`config.mk`:
```
export PLATFORM = sky130hd
export DESIGN_NAME = ftva_ctrl
export DESIGN_NICKNAME = d
export VERILOG_FILES = /design/src/ftva_pkg.sv /design/src/ftva_ctrl.sv
export SDC_FILE = /design/constraint.sdc
export NUM_CORES = 1
export LEC_CHECK = 0
export BUFFER_PORTS_ARGS = -buffer_cell sky130_fd_sc_hd__buf_2
export CAP_MARGIN = 0
export CORE_AREA = 2 2 51 53
export DETAILED_ROUTE_END_ITERATION = 7
export DIE_AREA = 0 0 53 55
export GPL_ROUTABILITY_DRIVEN = 0
export PLACE_DENSITY = 0.7
export SYNTH_ARGS = -nofsm -noshare
export SYNTH_HDL_FRONTEND = slang
export SYNTH_SLANG_ARGS = --single-unit
```
`constraint.sdc`:
```
create_clock -name i_clk -period 2.7 [get_ports i_clk]
set_input_delay 0.81 -clock i_clk [delete_from_list [all_inputs] [get_ports i_clk]]
set_output_delay 0.81 -clock i_clk [all_outputs]
set_load 0.005 [all_outputs]
```
`src/ftva_pkg.sv`:
```
// Shared types and constants for the flow to velocity accumulator.
`timescale 1ns / 1ps

package ftva_pkg;

    localparam int MAX_POINTS_DEF = 128;

    localparam logic [15:0] FOCAL_RST  = 16'd8192;
    localparam logic [15:0] CX_RST     = 16'd5120;
    localparam logic [15:0] CY_RST     = 16'd3840;
    localparam logic [7:0]  MARGIN_RST = 8'd10;

    // Configuration register indexes.
    localparam logic [1:0] REG_FOCAL  = 2'd0;
    localparam logic [1:0] REG_CX     = 2'd1;
    localparam logic [1:0] REG_CY     = 2'd2;
    localparam logic [1:0] REG_MARGIN = 2'd3;

    // Datapath operations, one per controller step.
    typedef enum logic [4:0] {
        OP_NONE,
        OP_LOAD,
        OP_DX,
        OP_DIVT_START,
        OP_WYF,
        OP_WZY,
        OP_XY,
        OP_XX,
        OP_WXXY,
        OP_WYXX,
        OP_NUM,
        OP_DIVF_START,
        OP_BSUM,
        OP_B8,
        OP_VX,
        OP_DIVVF_START,
        OP_BH,
        OP_DIVBH_START,
        OP_ACC,
        OP_DIVN_START,
        OP_OUT,
        OP_CLEAR
    } t_op;

    typedef struct packed {
        t_op        op;
        logic       axis;
    } t_cmd;

    typedef struct packed {
        logic div_done;
        logic point_ok;
        logic cnt_zero;
    } t_stat;

endpackage

```
`src/ftva_ctrl.sv`:
```
// Controller: sequences the datapath steps for each item, and the averages and output at frame end.
`timescale 1ns / 1ps

module ftva_ctrl (
    input  logic            i_clk,
    input  logic            i_rst_n,
    input  logic            i_in_valid,
    output logic            o_in_ready,
    input  logic            i_last,
    output logic            o_out_valid,
    input  logic            i_out_ready,
    input  ftva_pkg::t_stat i_stat,
    output ftva_pkg::t_cmd  o_cmd
);

    typedef enum logic [4:0] {
        S_IDLE, S_DX, S_DIVT, S_WAITT, S_WYF, S_WZY, S_XY, S_XX, S_WXXY, S_WYXX,
        S_NUM, S_DIVF, S_WAITF, S_BSUM, S_B8, S_DIVVF, S_WAITVF, S_BH, S_DIVBH,
        S_WAITBH, S_ACC, S_END, S_DIVN, S_WAITN, S_OUT, S_HOLD
    } t_state;

    t_state r_state;
    logic   r_axis, r_last, r_outv;

    assign o_in_ready  = (r_state == S_IDLE) && !r_outv;
    assign o_out_valid = r_outv;

    always_comb begin
        o_cmd.axis = r_axis;
        case (r_state)
            S_IDLE:   o_cmd.op = (i_in_valid && !r_outv) ? ftva_pkg::OP_LOAD
                                                         : ftva_pkg::OP_NONE;
            S_DX:     o_cmd.op = ftva_pkg::OP_DX;
            S_DIVT:   o_cmd.op = ftva_pkg::OP_DIVT_START;
            S_WYF:    o_cmd.op = ftva_pkg::OP_WYF;
            S_WZY:    o_cmd.op = ftva_pkg::OP_WZY;
            S_XY:     o_cmd.op = ftva_pkg::OP_XY;
            S_XX:     o_cmd.op = ftva_pkg::OP_XX;
            S_WXXY:   o_cmd.op = ftva_pkg::OP_WXXY;
            S_WYXX:   o_cmd.op = ftva_pkg::OP_WYXX;
            S_NUM:    o_cmd.op = ftva_pkg::OP_NUM;
            S_DIVF:   o_cmd.op = ftva_pkg::OP_DIVF_START;
            S_BSUM:   o_cmd.op = ftva_pkg::OP_BSUM;
            S_B8:     o_cmd.op = ftva_pkg::OP_B8;
            S_DIVVF:  o_cmd.op = ftva_pkg::OP_DIVVF_START;
            S_BH:     o_cmd.op = ftva_pkg::OP_BH;
            S_DIVBH:  o_cmd.op = ftva_pkg::OP_DIVBH_START;
            S_ACC:    o_cmd.op = ftva_pkg::OP_ACC;
            S_DIVN:   o_cmd.op = ftva_pkg::OP_DIVN_START;
            S_OUT:    o_cmd.op = i_stat.div_done ? ftva_pkg::OP_OUT : ftva_pkg::OP_NONE;
            S_HOLD:   o_cmd.op = (r_outv && i_out_ready) ? ftva_pkg::OP_CLEAR
                                                         : ftva_pkg::OP_NONE;
            default:  o_cmd.op = ftva_pkg::OP_NONE;
        endcase
    end

    always_ff @(posedge i_clk) begin
        if (!i_rst_n) begin
            r_state <= S_IDLE;
            r_axis  <= 1'b0;
            r_last  <= 1'b0;
            r_outv  <= 1'b0;
        end else begin
            case (r_state)
                S_IDLE: if (i_in_valid && !r_outv) begin
                    r_last  <= i_last;
                    r_axis  <= 1'b0;
                    r_state <= S_DX;
                end
                S_DX:     r_state <= S_DIVT;
                S_DIVT:   r_state <= S_WAITT;
                S_WAITT:  if (i_stat.div_done) r_state <= S_WYF;
                S_WYF:    r_state <= S_WZY;
                S_WZY:    r_state <= S_XY;
                S_XY:     r_state <= S_XX;
                S_XX:     r_state <= S_WXXY;
                S_WXXY:   r_state <= S_WYXX;
                S_WYXX:   r_state <= S_NUM;
                S_NUM:    r_state <= S_DIVF;
                S_DIVF:   r_state <= S_WAITF;
                S_WAITF:  if (i_stat.div_done) r_state <= S_BSUM;
                S_BSUM:   r_state <= S_B8;
                S_B8:     r_state <= S_DIVVF;
                S_DIVVF:  r_state <= S_WAITVF;
                S_WAITVF: if (i_stat.div_done) r_state <= S_BH;
                S_BH:     r_state <= S_DIVBH;
                S_DIVBH:  r_state <= S_WAITBH;
                S_WAITBH: if (i_stat.div_done) r_state <= S_ACC;
                S_ACC: begin
                    r_axis <= ~r_axis;
                    if (!r_axis) r_state <= S_DX;
                    else if (r_last) r_state <= S_END;
                    else r_state <= S_IDLE;
                end
                S_END: begin
                    r_axis  <= 1'b0;
                    r_state <= i_stat.cnt_zero ? S_HOLD : S_DIVN;
                    r_outv  <= i_stat.cnt_zero;
                end
                S_DIVN:   r_state <= S_OUT;
                S_OUT: if (i_stat.div_done) begin
                    if (r_axis) begin
                        r_state <= S_HOLD;
                        r_outv  <= 1'b1;
                    end else begin
                        r_state <= S_DIVN;
                    end
                    r_axis <= ~r_axis;
                end
                S_HOLD: if (r_outv && i_out_ready) begin
                    r_outv  <= 1'b0;
                    r_state <= S_IDLE;
                end
                default: r_state <= S_IDLE;
            endcase
        end
    end

    assert property (@(posedge i_clk) disable iff (!i_rst_n)
        o_out_valid |-> !o_in_ready)
        else $error("input taken while a result waits");
    assert property (@(posedge i_clk) disable iff (!i_rst_n)
        (o_out_valid && !i_out_ready) |=> o_out_valid)
        else $error("result dropped while stalled");
    assert property (@(posedge i_clk) disable iff (!i_rst_n)
        o_out_valid |-> (r_state == S_HOLD))
        else $error("result shown outside hold state");

endmodule

```
==> out/results.ini, run 1 <==
[grt]
grt_antenna_before_repair=0
grt_overflow_total=0
grt_use_total_pct=20.0
grt_pass1_vias=972
grt_max_degree=27
grt_pass1_wl_um=4410

[detailed_routing]
vias=1100
via_per_inst=5.91
wl_per_cell_um=14.5
drtAntennaViolNets=0
drtIter0Drc=29
firstDrtPassIters=5
routed_wl_um=2690
drc=0

[die]
die_x_um=53
num_rows=18
die_area_um2=2920
start_util_pct=43.6
die_h_um=55
fp.coreArea_um2=2360
ioPinCount=16

[setup_path]
start_kind=primary input
rr_startpoint=r_state[2]
reg2reg_to=r_state[4]
critPathCaptureType=output port
reg2reg_slack_ps=610
crit_arrival_ps=1770
r2r_cells=6
crit_type=in2out
required_ps=1890
path_max_fanout=2

[sta]
post-route-period-util_pct=95.7
fin_hold_ws_ps=507
fmax_mhz=387
rsz0062_at_grt=false
slew_viol_final=0
setup_viol=0
setup_tns_ps=0
final.setup_skew_ps=6.95
hold_viol_final=0
worst_slew_pin_slew_ps=497
post-route-min-period_ps=2580
max-slew-margin-rel_pct=66.8

[place]
detailed_place_hpwl_um=2010
place.port_buffers=14

[clocking]
clk_pin_slew_ps=50
clockRootBuffer=clkbuf_4
post_cts_buffers=0
hold_buffers=0
htreeDepth=1
cts_buffers=3
insertion_delay_ps=250
cts_tree=done
cts_resized=0
cts_buffer_depth=2
cts_sinks=8

[yosys]
syn_avg_cell_area_um2=6.97
synth_top_area_share_pct=15.5
synth_seq_cells=8
yosysUniqueCellTypes=51
synth-simple-area-share_pct=34.6
synth-warning-count=0
synth_top_area_cell=dfxtp_1
synth_compound_area_share_pct=32.8
synth_top_family_by_area=simple AND/OR/NAND/NOR gates
synthCells=148
synth.mux.area_fraction_pct=2.06
seq_area_frac_synth_pct=15.5
synthXorXnorAreaFrac_pct=2.55
ys_top_cells_by_area=dfxtp_1 16%, nand2_1 6.2%, a21oi_1 5.8%
synth_fa_ha_area_share_pct=0
synth_area_um2=1030
syn_nets=156

[power_and_ir_drop]
power.density_nw_per_um2=582
ir_drop_mv=0.535
leakage_uw=0.000471

[final_layout]
syn_to_final_growth_pct=8.74
final_cell_mix=17 x nand2_1, 14 x buf_2, 12 x a21oi_1, 12 x o21ai_0, 9 x nor2_1
drive_gt1_share_pct=24.4
mostFrequentLayoutCell=nand2_1
num_antenna_cells=0
fin_nets=166

[run_status]
status=finished clean

[job]
max_cap_viol_count=0

[min_path]
hold_path_end=r_last
hold_path_startpoint=r_last
whs_path_depth=2
hold_path.class=reg2reg

==> critical path, stage by stage <==
cell      delay, ps
buf_2            90
nand2b_1         90
nor3_1           50
a211oi_1        250
a311oi_1         80
a211o_1         270
buf_2           120
==> state kept, by name (all words and copies together), names as in the netlist <==
signal       count
r_last           1
o_out_valid      1
r_axis           1
r_state          5
==> cells by family (layout without fill, tap and decap cells) <==
kind of cell	Yosys count	after routing
AND/OR/NAND/NOR	64	64
buffers and inverters	23	31
flip-flops	8	8
XOR/XNOR	3	3
multiplexers	2	2
AO/OA/AOI/OAI	48	48
==> stage by stage <==
stage,std cells,cell area [µm²],power (µW),util (%),setup slack (ps)
global placement,183,1090,545,46.0,109
detailed placement,183,1090,559,46.0,118
floorplan,148,1030,482,-,390
global route,186,1120,697,47.4,31.2
CTS,186,1110,651,47.0,111
finish,186,1120,652,47.4,116
==> where the power goes <==
part           internal (µW)  switching (µW)  total (µW)  leakage [µW]
Clock                   50.7            38.1        88.8     0.0000138
Sequential               135            33.5         168     0.0000656
Combinational            158             237         396      0.000391
Total                    344             309         652      0.000471
==> layer usage <==
| metal | GRT usage [%] | share of wire, % |
|---|---|---|
| met1 | 25.3 | 43 |
| met2 | 36.3 | 49 |
| met3 | 3.76 | 7.0 |
| met4 | 2.56 | 0.97 |
| met5 | 0 | 0 |
==> worst max-delay path by stage <==
stage | startpoint | to | slack [ps] | cells past startpoint
floorplan | i_in_valid | o_cmd[1] | 390 | 5
global placement | i_in_valid | o_cmd[1] | 110 | 7
detailed placement | i_in_valid | o_cmd[1] | 120 | 7
CTS | i_in_valid | o_cmd[1] | 110 | 7
global route | r_state[2] | o_cmd[3] | 30 | 5
finish | i_in_valid | o_cmd[1] | 120 | 7
==> cell usage after synthesis, drive strengths merged <==
cell type,n
a311oi,1
inv,7
nor4bb,2
or2,1
xnor2,1
o21ai,12
nand3,6
o31ai,1
or4,3
a31o,1
xor2,2
a32o,4
o21bai,2
nand2b,6
nor4,2
a211oi,1
or3,1
nand3b,3
a21boi,1
nand2,17
mux2i,1
a21o,1
dfxtp,8
nand4,1
a21oi,13
o41ai,1
and2,2
buf,14
nor3,5
a41o,2
o32ai,2
nor2b,6
clkbuf,2
a31oi,2
a211o,1
nor2,9
o211ai,2
o221ai,1
mux2,1
==> final cells by class <==
type	count	area [µm²]
Clock buffer	3	22.5
Timing Repair Buffer	21	123
Sequential cell	8	161
Fill cell	243	1240
Inverter	7	26.3
Multi-Input combinational cell	117	751
Tap cell	30	37.5
(Power assumes the default switching activity.)
==> run 2, diff against run 1 <==
Settings changed: PLACE_DENSITY 0.7 to 0.74.
==> run 2 against run 1 <==
Compared with the run above: largest power group unchanged; count of clock-buffer cells in the layout did not move; critical path type unchanged; sequential cell count did not move; register-to-register slack improved by 60 ps.
==> out/results.ini, run 2 (synthesis results as in run 1) <==
[detailed_routing]
drtIter0Drc=48  ; was 29
routed_wl_um=2670  ; was 2690 µm
drc=0  ; unchanged
vias=1135  ; was 1,100
wl_per_cell_um=14.3  ; was 14.5 µm
firstDrtPassIters=4  ; was 5
drtAntennaViolNets=0  ; unchanged
via_per_inst=6.07  ; was 5.91

[sta]
post-route-period-util_pct=95.9  ; was 95.7%
slew_viol_final=0  ; unchanged
rsz0062_at_grt=false  ; unchanged
fmax_mhz=386  ; was 387 MHz
setup_tns_ps=0  ; unchanged
fin_hold_ws_ps=504  ; was 507 ps
max-slew-margin-rel_pct=69.2  ; was 66.8%
worst_slew_pin_slew_ps=462  ; was 497 ps
setup_viol=0  ; unchanged
hold_viol_final=0  ; unchanged
final.setup_skew_ps=2.99  ; was 6.95 ps
post-route-min-period_ps=2590  ; was 2580 ps
worst_slack_ps=110  ; was 116 ps

[setup_path]
crit_type=in2out  ; unchanged
reg2reg_slack_ps=670  ; was 610 ps
rr_startpoint=r_state[1]  ; was r_state[2]
endpoint=o_cmd[1]  ; unchanged
crit_arrival_ps=1780  ; was 1770 ps
start_kind=primary input  ; unchanged
required_ps=1890  ; about the same
critPathCaptureType=output port  ; unchanged
startpoint=i_in_valid  ; unchanged
path_max_fanout=2  ; unchanged
r2r_cells=7  ; was 6
reg2reg_to=r_state[1]  ; was r_state[4]

[die]
num_rows=18  ; unchanged
fp.coreArea_um2=2360  ; unchanged
die_x_um=53  ; unchanged
die_area_um2=2920  ; unchanged
start_util_pct=43.6  ; unchanged
die_h_um=55  ; unchanged
ioPinCount=16  ; unchanged

[place]
place_ws_ps=110  ; was 118 ps
place.port_buffers=14  ; unchanged
detailed_place_hpwl_um=2060  ; was 2010 µm

[grt]
grt_pass1_vias=1025  ; was 972
grt_antenna_before_repair=0  ; unchanged
grt_use_total_pct=21.6  ; was 20.0%
grt_pass1_wl_um=4710  ; was 4410 µm
grt_overflow_total=0  ; unchanged
grt_max_degree=19  ; was 27

[clocking]
cts_sinks=8  ; unchanged
htreeDepth=1  ; unchanged
cts_tree=done  ; unchanged
clk_pin_slew_ps=50  ; about the same
clockRootBuffer=clkbuf_4  ; unchanged
cts_buffer_depth=2  ; unchanged
insertion_delay_ps=250  ; about the same
cts_buffers=3  ; unchanged
post_cts_buffers=0  ; unchanged

[final_layout]
largest_register_ffs=5  ; unchanged
drive_gt1_share_pct=25.5  ; was 24.4%
max_flop_register=r_state  ; unchanged
fin_nets=167  ; was 166
utilization_pct=47.8  ; was 47.4%
final_cell_mix=17 x nand2_1, 14 x buf_2, 12 x a21oi_1, 12 x o21ai_0, 9 x nor2_1  ; unchanged
num_antenna_cells=0  ; unchanged
mostFrequentLayoutCell=nand2_1  ; unchanged
syn_to_final_growth_pct=9.59  ; was 8.74%

[job]
max_cap_viol_count=0  ; unchanged

[min_path]
hold_path.class=reg2reg  ; unchanged

[power_and_ir_drop]
leakage_uw=0.000475  ; was 0.000471 µW
power.density_nw_per_um2=597  ; was 582 nW/µm²
ir_drop_mv=0.386  ; was 0.535 mV

[run_status]
status=finished clean  ; unchanged

run 2: timing repair:
| item | CTS | global route |
|---|---|---|
| setup endpoints to repair | 0 | 4 |
| gates resized for setup | 0 | 3 |
| hold buffers | 0 | 0 |
run 2: worst max-delay path, stage by stage:
cell,delay [ps]
buf_2,90
nand2b_1,80
nor3_1,50
a211oi_1,260
a311oi_1,80
a211o_1,280
buf_2,120
run 2: per-stage QoR:
stage / instances / cell area [µm²] / total power, µW
3_3_place_gp: 184 / 1100 / 559
4_1_cts: 187 / 1120 / 670
5_1_grt: 187 / 1130 / 741
2_1_floorplan: 148 / 1030 / 482
3_5_place_dp: 184 / 1100 / 577
6_report: 187 / 1130 / 674
run 2: report_power, final:
| part | internal [µW] | total, µW | switching, µW |
|---|---|---|---|
| Sequential | 137 | 187 | 50.1 |
| Combinational | 173 | 397 | 224 |
| Clock | 50.8 | 90.3 | 39.5 |
run 2: per-layer routing:
layer  GRT usage, %  vias up  share of wire (%)
li1               -      557                  -
met1           28.0      518                 43
met2           36.7       54                 48
met3           2.42        6                7.1
met4           8.97        0                1.7
met5              0        -                  0
run 2: how the worst min path moves through the flow:
stage / to / cells after the start / from
CTS: r_last / 2 / r_last
global placement: r_last / 2 / r_last
global route: r_last / 2 / r_last
detailed placement: r_last / 2 / r_last
finish: r_last / 2 / r_last
floorplan: r_last / 2 / r_last
run 2: area by class of cell:
type / count / area (µm²)
Clock buffer: 3 / 22.5
Timing Repair Buffer: 22 / 130
Tap cell: 30 / 37.5
Multi-Input combinational cell: 117 / 751
Inverter: 7 / 26.3
Fill cell: 249 / 1230
Sequential cell: 8 / 163
